[src/rtl/bbd_pkg.sv]
// shared types, constants and colour interpolation for the bilinear bayer demosaicer
package bbd_pkg;

   localparam int MAX_WIDTH    = 2048;
   localparam int COL_W        = $clog2(MAX_WIDTH);
   localparam int ROW_W        = 16;
   localparam int PIX_W        = 8;
   localparam int WIDTH_REG_W  = 12;
   localparam int HEIGHT_REG_W = 16;
   localparam int CSR_DATA_W   = 16;
   localparam int CSR_IDX_W    = 1;
   localparam int RSP_DEPTH    = 8;
   localparam int RSP_AW       = $clog2(RSP_DEPTH);

   localparam logic [WIDTH_REG_W-1:0]  WIDTH_RESET  = 12'd640;
   localparam logic [HEIGHT_REG_W-1:0] HEIGHT_RESET = 16'd480;

   // register indexes
   localparam logic [CSR_IDX_W-1:0] REG_IMAGE_WIDTH  = 1'd0;
   localparam logic [CSR_IDX_W-1:0] REG_IMAGE_HEIGHT = 1'd1;

   // request kinds
   localparam logic REQ_PIXEL = 1'b0;
   localparam logic REQ_DRAIN = 1'b1;

   // mosaic site codes, {row odd, column odd}
   localparam logic [1:0] SITE_GREEN_RED_ROW  = 2'b00;
   localparam logic [1:0] SITE_RED            = 2'b01;
   localparam logic [1:0] SITE_BLUE           = 2'b10;
   localparam logic [1:0] SITE_GREEN_BLUE_ROW = 2'b11;

   typedef logic [PIX_W-1:0] pix_type;

   // [column: left, mid, right][row: top, mid, bottom]
   typedef pix_type [2:0][2:0] win_type;

   typedef struct packed {
      pix_type top;
      pix_type mid;
      pix_type bot;
   } taps_type;

   // item held between the line store read and the window update
   typedef struct packed {
      logic             valid;
      logic             drain;
      logic             first_row;
      logic             emit;
      logic             col_ge1;
      logic             col_is1;
      logic             col_last;
      logic             row_odd;
      logic             col_odd;
      logic             last_row;
      logic [COL_W-1:0] addr;
      pix_type          px;
   } s1_type;

   typedef struct packed {
      pix_type red;
      pix_type green;
      pix_type blue;
      logic    end_of_line;
      logic    end_of_frame;
   } rsp_type;

   typedef struct packed {
      logic [1:0] count;
      rsp_type    first;
      rsp_type    second;
   } push_type;

   function automatic rsp_type interp(win_type w, logic row_odd, logic col_odd);
      logic [PIX_W+1:0] cross_sum;
      logic [PIX_W+1:0] diag;
      logic [PIX_W:0]   horiz;
      logic [PIX_W:0]   vert;
      rsp_type          res;
      cross_sum = (PIX_W+2)'(w[0][1]) + (PIX_W+2)'(w[2][1])
                + (PIX_W+2)'(w[1][0]) + (PIX_W+2)'(w[1][2]);
      diag  = (PIX_W+2)'(w[0][0]) + (PIX_W+2)'(w[2][0])
            + (PIX_W+2)'(w[0][2]) + (PIX_W+2)'(w[2][2]);
      horiz = (PIX_W+1)'(w[0][1]) + (PIX_W+1)'(w[2][1]);
      vert  = (PIX_W+1)'(w[1][0]) + (PIX_W+1)'(w[1][2]);
      res = '0;
      case ({row_odd, col_odd})
         SITE_RED: begin
            res.red   = w[1][1];
            res.green = cross_sum[PIX_W+1:2];
            res.blue  = diag[PIX_W+1:2];
         end
         SITE_BLUE: begin
            res.red   = diag[PIX_W+1:2];
            res.green = cross_sum[PIX_W+1:2];
            res.blue  = w[1][1];
         end
         SITE_GREEN_BLUE_ROW: begin
            res.red   = vert[PIX_W:1];
            res.green = w[1][1];
            res.blue  = horiz[PIX_W:1];
         end
         default: begin
            res.red   = horiz[PIX_W:1];
            res.green = w[1][1];
            res.blue  = vert[PIX_W:1];
         end
      endcase
      return res;
   endfunction

endpackage

[src/rtl/bbd_window.sv]
// 3x3 window shift with edge mirroring and colour interpolation
module bbd_window (
   input  logic                clock,
   input  logic                reset,
   input  bbd_pkg::s1_type     s1,
   input  bbd_pkg::taps_type   taps,
   output bbd_pkg::push_type   push
);
   import bbd_pkg::*;

   win_type window_ff;
   win_type window_in;
   win_type w1;
   win_type w2;

   always_comb begin
      // shift in the new column
      w1[0] = window_ff[1];
      w1[1] = window_ff[2];
      w1[2] = {taps.bot, taps.mid, taps.top};
      // left edge mirror
      if (s1.col_is1) begin
         w1[0] = w1[2];
      end
      // right edge mirror
      w2[0] = w1[1];
      w2[1] = w1[2];
      w2[2] = w1[1];

      push.first  = interp(w1, s1.row_odd, s1.col_odd);
      push.second = interp(w2, s1.row_odd, ~s1.col_odd);
      push.second.end_of_line  = 1'b1;
      push.second.end_of_frame = s1.last_row;

      push.count = 2'd0;
      window_in  = window_ff;
      if (s1.valid && s1.emit) begin
         if (s1.col_ge1 && s1.col_last) begin
            push.count = 2'd2;
            window_in  = w2;
         end else begin
            push.count = s1.col_ge1 ? 2'd1 : 2'd0;
            window_in  = w1;
         end
      end
   end

   always_ff @(posedge clock) begin
      if (reset) begin
         window_ff <= '0;
      end else begin
         window_ff <= window_in;
      end
   end

endmodule

[config.mk]
export PLATFORM = sky130hd
export DESIGN_NAME = bbd_window
export DESIGN_NICKNAME = d
export VERILOG_FILES = /design/src/rtl/bbd_pkg.sv /design/src/rtl/bbd_window.sv
export SDC_FILE = /design/constraint.sdc
export NUM_CORES = 1
export LEC_CHECK = 0
export BUFFER_PORTS_ARGS = -buffer_cell sky130_fd_sc_hd__buf_2
export CELL_PAD_IN_SITES_DETAIL_PLACEMENT = 1
export CELL_PAD_IN_SITES_GLOBAL_PLACEMENT = 1
export CORE_MARGIN = 2
export CORE_UTILIZATION = 42
export DETAILED_ROUTE_END_ITERATION = 8
export PLACE_DENSITY = 0.93
export REMOVE_ABC_BUFFERS = 1
export SETUP_SLACK_MARGIN = 0.5
export SLEW_MARGIN = 10
export SYNTH_ARGS = -nofsm -noshare
export SYNTH_HDL_FRONTEND = slang
export SYNTH_SLANG_ARGS = --single-unit
[constraint.sdc]
create_clock -name clock -period 4.84 [get_ports clock]
set_clock_uncertainty 0.05 [all_clocks]
set_input_delay 0 -clock clock [delete_from_list [all_inputs] [get_ports clock]]
set_output_delay 0 -clock clock [all_outputs]
set_load 0.01 [all_outputs]
==> flow_summary.toml <==
[synthesis]
yosysTopAreaCell = "dfxtp_1"
yosysMostFrequentCell = "nand2_1"
yosys-top-cells-area = "dfxtp_1, fa_1, ha_1"
syn_area_per_cell_um2 = 7.86
yosysWarnings = 0
ys_ff_latch = 48
synthArstFlopShare_pct = 0
ys_types = 55
synth_ff_type = "dfxtp_1"
synth_common_cells = "nand2_1, inv_1, a21oi_1, nor2_1, dfxtp_1"
synth_edf_count = 0
synth_cells = 760
synth_top_area_share_pct = 16.1
netlist_area_mm2 = 0.00598
ys_seq_area_share_pct = 16.1

[power_and_ir_drop]
swShare_pct = 42.4
leakagePower_nw = 3.11
p_int_mw = 1.11
pwr-share-clk_pct = 22.8
p_per_area_mw_per_mm2 = 279
worst_ir_drop_vdd_mv = 0.144
seq_power_share_pct = 22.8
p_switching_mw = 0.818
combinationalPowerShare_pct = 54.5

[clock_tree]
path_clk_slew_ns = 0.07
cts_buffer_depth = 2
cts_made_buffers = 5
clock_latency_ns = 0.31
clockRootBuffer = "clkbuf_16"
clock_sinks = 48
post_cts_buffers = 0
cts_tree = "yes"
ctsHtreeMaxLevel = 2

[sta]
worstMarginPinSlew_ns = 1.13
slew_headroom_pct = 24.6
layout_setup_ws_ns = 0.692
setup_tns_ns = 0
final-hold-violation-count = 0
clock.fmax_mhz = 241
setup_viol = 0
hold_ws_ns = 0.282
post-route-period-util_pct = 85.7
rsz0062_at_grt = "no"
slew_viol_final = 0
min_period_ns = 4.15

[die]
ioPinCount = 109
die-area_mm2 = 0.0152
rows = 43
die_w_um = 123
die_y_um = 123
fp.coreArea_mm2 = 0.0139
start_util_pct = 43.1

[critical_path]
cp_slowest_cell = "dlygate4sd3_1"
r2r_start = "w1[37]"
arrival_ns = 4.10
path_cells = "dlygate4sd3_1 > buf_2 > mux2i_1 > fa_1 > fa_1 > or3_1 > fa_1 > nand2b_1 > a21oi_2 > o31a_1 > o21ai_0 > nor3b_1 > o31ai_1 > buf_2"
critPathKind = "input pin to primary output"
cp-start-kind = "input pin"
cp-end-kind = "primary output"
cp-startpoint = "taps[17]"
required_ns = 4.79
crit_path_max_incr_delay_ns = 0.53
crit_fanout = 6
cpMostUsedCell = "fa_1"

[detailed_routing]
dr.pass1.iters = 5
ant_nets = 0
drc = 0
vias = 6030
routedWlPerCell_um = 20.4
viasPerCell = 5.91
routed_wl_um = 20800
drtIter0Drc = 366

[finish]
area_growth_pct = 16.0
final_net_count = 982
diodes = 0
drive_gt1_share_pct = 14.4
final_cell_area_mm2 = 0.00693

[placed_design]
place_congestion = 0.921
dp_hpwl_um = 15400
place_worst_setup_slack_ns = 1.04
io_buffer_count = 82
placed_cell_area_mm2 = 0.00650

[run_status]
status = "finished clean"

[grt]
grt_usage_pct = 28.2
grt-ovfl-total = 0
grt_pass1_wl_um = 32900
grt_pass1_vias = 6213
antenna_found_initial = 0
grt_max_degree = 50

[worst_hold_path]
min_path_type = "input pin to flop"
min_from = "s1[24]"

[flow_run]
cap_viol_max_count = 0
-- through the flow --
| stage | power, mW | instances | utilization (%) |
|---|---|---|---|
| 2_1_floorplan | 1.11 | 718 | - |
| 3_3_place_gp | 1.41 | 988 | 46.8 |
| 3_5_place_dp | 1.46 | 988 | 46.8 |
| 4_1_cts | 1.93 | 1021 | 49.9 |
| 5_1_grt | 2.07 | 1021 | 49.9 |
| 6_report | 1.93 | 1021 | 49.9 |
-- power by group through the flow --
stage / logic, mW / clock network, mW / registers (mW)
after floorplan: 0.675 / 0 / 0.438
after global placement: 0.966 / 0 / 0.447
after detailed placement: 1.01 / 0 / 0.448
after CTS: 1.04 / 0.444 / 0.439
after global routing: 1.16 / 0.462 / 0.441
final: 1.05 / 0.440 / 0.440
-- kinds of logic (layout without fill, tap and decap cells) --
| kind of cell | after synthesis | in the layout | synth area share [%] |
|---|---|---|---|
| AND/OR/NAND/NOR | 237 | 237 | 17.4 |
| AO/OA/AOI/OAI | 185 | 185 | 20.7 |
| buffers and inverters | 129 | 209 | 8.44 |
| adder cells (fa/ha/maj) | 87 | 87 | 23.6 |
| multiplexers | 48 | 48 | 10.1 |
| flip-flops | 48 | 48 | 16.1 |
| XOR/XNOR | 24 | 24 | 3.52 |
| other | 2 | 3 | 0.126 |
-- worst max-delay path, delay by kind of cell --
family / cells / cell delay (ns)
AOI/OAI and AO/OA: 4 / 0.85
buffers and inverters: 3 / 0.90
and+or+nand+nor: 3 / 0.77
adders and majority gates: 3 / 1.40
muxes: 1 / 0.18
-- registers in the layout (all words and copies together) (netlist names) --
name	cells
w1	24
window_ff	24
-- repair_timing --
action	in CTS	in global routing
hold endpoints to repair	36	0
hold buffers	25	0
gates resized for setup	0	1
endpoints found under the setup margin	0	1
-- cells in the final DEF (no fill, tap or decap), types with 7 or more instances in the layout --
cell,n
a211oi_1,10
a21oi_1,61
a311oi_1,24
buf_2,82
buf_4,8
dfxtp_1,48
dlygate4sd3_1,25
fa_1,43
ha_1,44
inv_1,85
mux2_2,7
mux2i_1,32
mux4_2,9
nand2_1,102
nand2b_1,9
nand3_1,26
nor2_1,61
nor2b_1,7
nor3_1,11
o21a_1,16
o21ai_0,28
xnor2_1,12
xor2_1,12
-- cell type report --
cell class,instances,area [µm²]
clock inverters,2,38.8
flip-flops and latches,48,961
repair buffers,115,721
inverters,86,323
multi-input cells,584,4520
clock buffers,6,139
well taps,180,225
fillers,1713,6950
-- routing by layer --
metal	global-route usage [%]	wire length (µm)
met2	48.2	10000
met1	35.5	8630
met3	3.46	1240
met4	12.9	912
met5	0	0
-- path summary, 6_finish.rpt --
kind                         to  slack (ns)  cells after the start
setup / recovery       push[35]        0.69                     14
hold / removal    window_ff[35]        0.28                      3
setup reg to reg  window_ff[37]        3.78                      2
hold reg to reg   window_ff[45]        0.45                      2
No activity file was read; power rests on OpenSTA's default activity.
