<file path="src/rtl/bbd_pkg.sv">
// shared types, constants and colour interpolation for the bilinear bayer demosaicer
package bbd_pkg;

   localparam int MAX_WIDTH    = 2048;
   localparam int COL_W        = $clog2(MAX_WIDTH);
   localparam int ROW_W        = 16;
   localparam int PIX_W        = 8;
   localparam int WIDTH_REG_W  = 12;
   localparam int HEIGHT_REG_W = 16;
   localparam int CSR_DATA_W   = 16;
   localparam int CSR_IDX_W    = 1;
   localparam int RSP_DEPTH    = 8;
   localparam int RSP_AW       = $clog2(RSP_DEPTH);

   localparam logic [WIDTH_REG_W-1:0]  WIDTH_RESET  = 12'd640;
   localparam logic [HEIGHT_REG_W-1:0] HEIGHT_RESET = 16'd480;

   // register indexes
   localparam logic [CSR_IDX_W-1:0] REG_IMAGE_WIDTH  = 1'd0;
   localparam logic [CSR_IDX_W-1:0] REG_IMAGE_HEIGHT = 1'd1;

   // request kinds
   localparam logic REQ_PIXEL = 1'b0;
   localparam logic REQ_DRAIN = 1'b1;

   // mosaic site codes, {row odd, column odd}
   localparam logic [1:0] SITE_GREEN_RED_ROW  = 2'b00;
   localparam logic [1:0] SITE_RED            = 2'b01;
   localparam logic [1:0] SITE_BLUE           = 2'b10;
   localparam logic [1:0] SITE_GREEN_BLUE_ROW = 2'b11;

   typedef logic [PIX_W-1:0] pix_type;

   // [column: left, mid, right][row: top, mid, bottom]
   typedef pix_type [2:0][2:0] win_type;

   typedef struct packed {
      pix_type top;
      pix_type mid;
      pix_type bot;
   } taps_type;

   // item held between the line store read and the window update
   typedef struct packed {
      logic             valid;
      logic             drain;
      logic             first_row;
      logic             emit;
      logic             col_ge1;
      logic             col_is1;
      logic             col_last;
      logic             row_odd;
      logic             col_odd;
      logic             last_row;
      logic [COL_W-1:0] addr;
      pix_type          px;
   } s1_type;

   typedef struct packed {
      pix_type red;
      pix_type green;
      pix_type blue;
      logic    end_of_line;
      logic    end_of_frame;
   } rsp_type;

   typedef struct packed {
      logic [1:0] count;
      rsp_type    first;
      rsp_type    second;
   } push_type;

   function automatic rsp_type interp(win_type w, logic row_odd, logic col_odd);
      logic [PIX_W+1:0] cross_sum;
      logic [PIX_W+1:0] diag;
      logic [PIX_W:0]   horiz;
      logic [PIX_W:0]   vert;
      rsp_type          res;
      cross_sum = (PIX_W+2)'(w[0][1]) + (PIX_W+2)'(w[2][1])
                + (PIX_W+2)'(w[1][0]) + (PIX_W+2)'(w[1][2]);
      diag  = (PIX_W+2)'(w[0][0]) + (PIX_W+2)'(w[2][0])
            + (PIX_W+2)'(w[0][2]) + (PIX_W+2)'(w[2][2]);
      horiz = (PIX_W+1)'(w[0][1]) + (PIX_W+1)'(w[2][1]);
      vert  = (PIX_W+1)'(w[1][0]) + (PIX_W+1)'(w[1][2]);
      res = '0;
      case ({row_odd, col_odd})
         SITE_RED: begin
            res.red   = w[1][1];
            res.green = cross_sum[PIX_W+1:2];
            res.blue  = diag[PIX_W+1:2];
         end
         SITE_BLUE: begin
            res.red   = diag[PIX_W+1:2];
            res.green = cross_sum[PIX_W+1:2];
            res.blue  = w[1][1];
         end
         SITE_GREEN_BLUE_ROW: begin
            res.red   = vert[PIX_W:1];
            res.green = w[1][1];
            res.blue  = horiz[PIX_W:1];
         end
         default: begin
            res.red   = horiz[PIX_W:1];
            res.green = w[1][1];
            res.blue  = vert[PIX_W:1];
         end
      endcase
      return res;
   endfunction

endpackage

</file>
<file path="src/rtl/bbd_rsp_fifo.sv">
// result queue taking up to two results per cycle and giving one when not stalled
module bbd_rsp_fifo (
   input  logic                      clock,
   input  logic                      reset,
   input  bbd_pkg::push_type         push,
   input  logic                      pop_stall,
   output logic                      out_valid,
   output bbd_pkg::rsp_type          out_data,
   output logic [bbd_pkg::RSP_AW:0]  level
);
   import bbd_pkg::*;

   rsp_type           mem_ff [RSP_DEPTH];
   logic [RSP_AW-1:0] wr_ptr_ff;
   logic [RSP_AW-1:0] wr_ptr_in;
   logic [RSP_AW-1:0] wr_next;
   logic [RSP_AW-1:0] rd_ptr_ff;
   logic [RSP_AW-1:0] rd_ptr_in;
   logic [RSP_AW:0]   level_ff;
   logic [RSP_AW:0]   level_in;
   logic              pop;

   assign out_valid = (level_ff != '0);
   assign out_data  = mem_ff[rd_ptr_ff];
   assign level     = level_ff;
   assign pop       = out_valid && !pop_stall;
   assign wr_next   = wr_ptr_ff + 1'b1;

   always_comb begin
      wr_ptr_in = wr_ptr_ff + RSP_AW'(push.count);
      rd_ptr_in = pop ? rd_ptr_ff + 1'b1 : rd_ptr_ff;
      level_in  = level_ff + (RSP_AW+1)'(push.count) - (RSP_AW+1)'(pop);
   end

   always_ff @(posedge clock) begin
      if (push.count != 2'd0) begin
         mem_ff[wr_ptr_ff] <= push.first;
      end
      if (push.count == 2'd2) begin
         mem_ff[wr_next] <= push.second;
      end
   end

   always_ff @(posedge clock) begin
      if (reset) begin
         wr_ptr_ff <= '0;
         rd_ptr_ff <= '0;
         level_ff  <= '0;
      end else begin
         wr_ptr_ff <= wr_ptr_in;
         rd_ptr_ff <= rd_ptr_in;
         level_ff  <= level_in;
      end
   end

endmodule

</file>
<file path="config.mk">
export PLATFORM = sky130hd
export DESIGN_NAME = bbd_rsp_fifo
export DESIGN_NICKNAME = d
export VERILOG_FILES = /design/src/rtl/bbd_pkg.sv /design/src/rtl/bbd_rsp_fifo.sv
export SDC_FILE = /design/constraint.sdc
export NUM_CORES = 1
export LEC_CHECK = 0
export BUFFER_PORTS_ARGS = -buffer_cell sky130_fd_sc_hd__buf_2
export CAP_MARGIN = 15
export CORE_ASPECT_RATIO = 1.2
export CORE_MARGIN = 2
export CORE_UTILIZATION = 40
export DETAILED_ROUTE_END_ITERATION = 8
export MAX_ROUTING_LAYER = met4
export PLACE_DENSITY = 0.6
export SETUP_SLACK_MARGIN = 0.15
export SYNTH_ARGS = -nofsm -noshare
export SYNTH_HDL_FRONTEND = slang
export SYNTH_SLANG_ARGS = --single-unit
</file>
<file path="constraint.sdc">
create_clock -name clock -period 3.1 [get_ports clock]
set_input_delay 0.155 -clock clock [delete_from_list [all_inputs] [get_ports clock]]
set_output_delay 0.155 -clock clock [all_outputs]
set_load 0.03 [all_outputs]
</file>
==> results.cfg, run 1 <==
[global_route]
track_usage = 0.189
antenna_found_initial = 2
overflow = 0
grt_max_degree = 53
grt_pass1_vias = 6673
grt_pass1_wl_mm = 40.0

[setup_path]
cpMaxStageDelayCell = dfxtp_1
critical_path.top_delay_family = simple AND/OR/NAND/NOR gates
arrival_ps = 2860
endpoint_kind = register
critical_path_buf_inv_count = 2
path_cells = ha_1 > nor4b_2 > nand2_2 > o31ai_4 > buf_8 > buf_4
cp_max_fo = 14
max_stage_delay_ps = 520
crit_type = reg2reg
crit_path_start_kind = register
cp.required_ps = 3320

[layout]
fin_cells = 1084
fin_nets = 793
final_cell_mix = mux2_2, edfxtp_1, buf_2
multi_input_area_sq_mm = 0.00443
seqCellArea_sq_mm = 0.00651
n_fill_cell = 2335
area_delta_synth_final_pct = 17.6
layout_commonest_cell = mux2_2
finish.utilization = 0.479
drive_above_1_share = 0.615

[synth]
synth_top_cell_by_area = edfxtp_1
netlist_instances = 617
ys_seq_area_frac = 0.588
synth_area_per_cell_sq_um = 17.9
yosysWarnings = 0
yosysTopAreaCellShare = 0.565
synth_area_sq_mm = 0.0111
synthesis.nets = 684
synth_area_leaders = edfxtp_1, mux2_2, mux4_2
ys_types = 38
yosys_register_bits = 221

[detailed_routing]
via_per_inst = 5.61
wirelength_mm = 26.3
drt_pre_antenna_iters = 4
via_count = 6085
drc_errors = 0
drtAntennaViolNets = 0
drtIter0Drc = 405
drt-wirelength-per-cell_um = 24.2

[floorplanning]
core_area_sq_mm = 0.0272
die_area_sq_mm = 0.0290
start_util = 0.407
fp.dieH_um = 186
rows = 66
io-pin-count = 88
fp.dieW_um = 156

[place]
hpwl_mm = 16.2
numPortBuffers = 87
place_inst = 1034
place_congestion = 0.762

[sta]
fin_setup_tns_ps = 0
setup_viol = 0
worst_pin_slew_ps = 1110
finClkSkew_ps = 14.5
hold_violations = 0
slew_violations = 0
relSlewSlack = 0.257
rsz0062_at_grt = false
clock.fmax_ghz = 0.380
final.min_clock_period_ps = 2630
post-route-period-util = 0.849
holdWs_ps = 34.4

[cts]
h-tree-depth = 1
cts_tree = built
cts_root_buf = clkbuf_16
ctsLongestPathBuffers = 3
cts.sinks = 221
cts_made_buffers = 25
insertion_delay_ps = 510
clkTransAtPathRegs_ps = 60

[power_and_ir_drop]
finalPower_w = 0.00859
cellPowerDensity_mw_per_mm2 = 661
cellLeakagePower_nw = 4.38
ir_worst_vdd_mv = 0.467

[flow_run]
max_cap_violations = 0

[status]
status = finished, final reports clean

[hold_path]
hold_class = in2reg
==> final timing paths <==
kind | cells past startpoint | startpoint | endpoint | slack (ps)
setup / recovery | 6 | wr_ptr_ff[1] | mem_ff[1][12] | 470
setup reg to reg | 6 | wr_ptr_ff[1] | mem_ff[1][12] | 470
hold reg to reg | 2 | rd_ptr_ff[1] | register | 510
hold / removal | 2 | push[31] | mem_ff[2][5] | 30
==> layer usage <==
metal,vias to the layer above,GRT usage,part of all wire
met3,33,0.0278,0.045
li1,2728,-,-
met4,0,0.0352,0.013
met2,145,0.331,0.52
met1,3179,0.238,0.42
met5,-,-,0
==> cell usage after synthesis <==
cell / number
xnor2_1: 1
buf_2: 14
nor2_2: 2
mux4_2: 52
o21bai_1: 1
o21ai_0: 8
nor2b_1: 3
nand3_2: 2
o22ai_1: 2
nor3b_1: 1
xor2_1: 1
mux2_1: 3
nor3b_2: 1
clkbuf_1: 10
and4bb_2: 1
edfxtp_1: 208
or3_1: 3
inv_1: 9
nand4b_1: 1
nand3_1: 1
mux2_2: 231
or3b_2: 1
xor2_2: 1
buf_1: 1
nand2_2: 4
fa_1: 2
nand2b_1: 3
a21oi_1: 8
buf_6: 3
o31ai_1: 2
nor4b_2: 1
dfxtp_1: 13
buf_4: 5
nand2_1: 4
ha_1: 8
a31o_2: 1
xnor2_2: 1
nor2_1: 4
==> sequential cells by signal, indices dropped and copies added, names as in the netlist, named ones only <==
name / cells
level: 4
rd_ptr_ff: 3
wr_ptr_ff: 3
mem_ff: 208
==> area by class of cell <==
class	instances	share of cell area
antenna	2	0.000385
tap	340	0.0327
clock buffer	27	0.0487
multi-input combinational	354	0.341
inverter	9	0.00260
timing repair buffer	115	0.0600
sequential	221	0.501
clock inverter	16	0.0138
==> where the power goes <==
part,total (W),internal [W],switching (W),leakage [nW]
logic,0.00193,0.000831,0.00110,1.96
clock network,0.00296,0.00180,0.00116,0.402
registers,0.00370,0.00360,0.000106,2.02
==> worst reg2reg max path: stages, from the launching register on <==
cell and delay, ps:
dfxtp_1 520, ha_1 380, nor4b_2 350, nand2_2 370, o31ai_4 320, buf_8 240
buf_4 160
==> what timing repair did <==
action	in CTS	in global routing
resized for setup	0	0
endpoints found under the setup margin	0	1
hold buffers	2	0
hold endpoints to repair	12	0
buffers inserted	0	1
==> cell families (layout without fill, tap and decap cells) <==
kind of cell,Yosys count,in the layout,synth area share
mux,286,286,0.344
flops,221,221,0.588
buf+inv,42,167,0.0196
simple gates,32,32,0.0193
compound gates,22,22,0.0112
fa+ha+maj,10,10,0.0127
xor+xnor,4,4,0.00453
other cells,0,2,0
==> per-stage QoR <==
step	instance area [sq um]	setup slack, ps
5_1_grt	13000	317
3_5_place_dp	12100	432
6_report	13000	469
2_1_floorplan	11100	109
4_1_cts	12900	247
3_3_place_gp	12100	532
Power figures use the tool's default switching activity.
==> inputs of run 2 (changes only) <==
Settings changed: PLACE_DENSITY 0.6 to 0.58.
Clock period 3.1 ns to 2.45 ns, I/O delays scaled along.
==> run 2 against run 1 <==
Clock-buffer cell count grew 1; first-iteration DRC count decreased by 8.6%; hold slack got worse by 22 ps; cell area grew 4.0%; via count rose by 2.7%; clock power up 26%; register-to-register slack lost 300 ps; power grew 31%; die area stayed put.
==> results.cfg, run 2 (synthesis gave the netlist of run 1 again) <==
[global_route]
track_usage = 0.194
overflow = 0
antenna_found_initial = 2
grt_max_degree = 53
grt_pass1_vias = 6788
grt_pass1_wl_mm = 40.5

[detailed_routing]
via_per_inst = 5.61
drtAntennaViolNets = 0
drc_errors = 0
drt-wirelength-per-cell_um = 24.2
drt_pre_antenna_iters = 5
wirelength_mm = 27.0
via_count = 6250
drtIter0Drc = 370

[sta]
hold_violations = 0
slew_violations = 0
final.min_clock_period_ps = 2340
setup_viol = 0
setup_slack_ps = 107
worst_pin_slew_ps = 803
fin_setup_tns_ps = 0
rsz0062_at_grt = true
finClkSkew_ps = 5.87
clock.fmax_ghz = 0.427
relSlewSlack = 0.465
post-route-period-util = 0.956

[floorplanning]
die_area_sq_mm = 0.0290
fp.dieW_um = 156
start_util = 0.407
rows = 66
io-pin-count = 88
core_area_sq_mm = 0.0272
fp.dieH_um = 186

[cts]
cts_made_buffers = 25
insertion_delay_ps = 510
cts_tree = built
ctsLongestPathBuffers = 3
clkTransAtPathRegs_ps = 60
cts.sinks = 221
h-tree-depth = 1
cts_root_buf = clkbuf_16

[status]
status = finished, final reports clean

[place]
place_inst = 1054
place_congestion = 0.756
hpwl_mm = 16.5
numPortBuffers = 87
post-place-ws_ps = 104

[setup_path]
max_stage_delay_ps = 530
crit_type = reg2out
path_cells = clkbuf_16 > mux4_2 > mux2_4 > buf_6
cp.required_ps = 2330
crit_path_start_kind = register
endpoint_kind = output pin
arrival_ps = 2220
cp_max_fo = 8
cpMaxStageDelayCell = dfxtp_4

[flow_run]
max_cap_violations = 0

[layout]
largest_register_ffs = 208
fin_nets = 824
drive_above_1_share = 0.618
top_register = mem_ff
layout_commonest_cell = mux2_2
final_cell_mix = mux2_2, edfxtp_1, buf_2
area_delta_synth_final_pct = 22.3
fin_cells = 1115

[power_and_ir_drop]
switchingPower_w = 0.00305
ir_worst_vdd_mv = 0.691
swShare = 0.272
internal_power_w = 0.00818
cellLeakagePower_nw = 4.64
power_frac_comb = 0.251
p_seq_frac = 0.416
cellPowerDensity_mw_per_mm2 = 830
pwr-share-clk = 0.333

[hold_path]
hold_class = in2reg
run 2: stage by stage:
stage | util | hold slack [ps] | instance area, sq um | power (W)
after floorplan | - | 194 | 11100 | 0.00638
after global placement | 0.452 | 437 | 12300 | 0.00717
after detailed placement | 0.452 | 447 | 12300 | 0.00727
after CTS | 0.487 | 0.679 | 13200 | 0.0110
after global routing | 0.498 | 9.86 | 13500 | 0.0117
final | 0.498 | 12.6 | 13500 | 0.0112
run 2: what timing repair did:
item / in CTS / in global routing
endpoints found under the hold margin: 28 / 0
setup endpoints to repair: 48 / 88
gates cloned: 0 / 2
buffers inserted: 4 / 0
hold buffers: 10 / 0
resized for setup: 0 / 91
pin swaps: 1 / 0
run 2: worst max-delay path, delay by kind of cell (launching register included):
kind / cells / cell delay (ps)
buffers and inverters: 2 / 380
muxes: 2 / 800
DFF: 1 / 530
run 2: power by group through the flow:
| stage | registers (W) | clock network (W) | logic (W) |
|---|---|---|---|
| floorplan | 0.00474 | 0 | 0.00164 |
| global placement | 0.00474 | 0 | 0.00244 |
| detailed placement | 0.00476 | 0 | 0.00251 |
| CTS | 0.00466 | 0.00381 | 0.00257 |
| global route | 0.00470 | 0.00396 | 0.00301 |
| finish | 0.00467 | 0.00374 | 0.00282 |
run 2: final timing paths:
| kind | depth (start not counted) | startpoint | to | slack (ps) |
|---|---|---|---|---|
| max reg2reg | 6 | wr_ptr_ff[0] | mem_ff[2][25] | 170 |
| min | 2 | push[10] | mem_ff[0][10] | 10 |
| min reg2reg | 2 | rd_ptr_ff[2] | register | 520 |
| max | 4 | register | out_data[6] | 110 |
run 2: layer usage:
layer  wire (um)  up-vias  share of wire  GRT usage
met5           0        -              0          -
met4         658        0          0.024     0.0561
met3        1200       45          0.044     0.0257
met2       13700      164           0.51      0.328
met1       11400     3241           0.42      0.247
li1            -     2800              -          -
run 2: final cells by class:
type / instances / area (sq um)
diodes: 2 / 5.00
well taps: 340 / 425
inverters: 9 / 33.8
multi-input cells: 354 / 4480
repair buffers: 146 / 1260
flip-flops and latches: 221 / 6510
clock buffers: 28 / 637
clock inverters: 15 / 178
fillers: 2231 / 13600
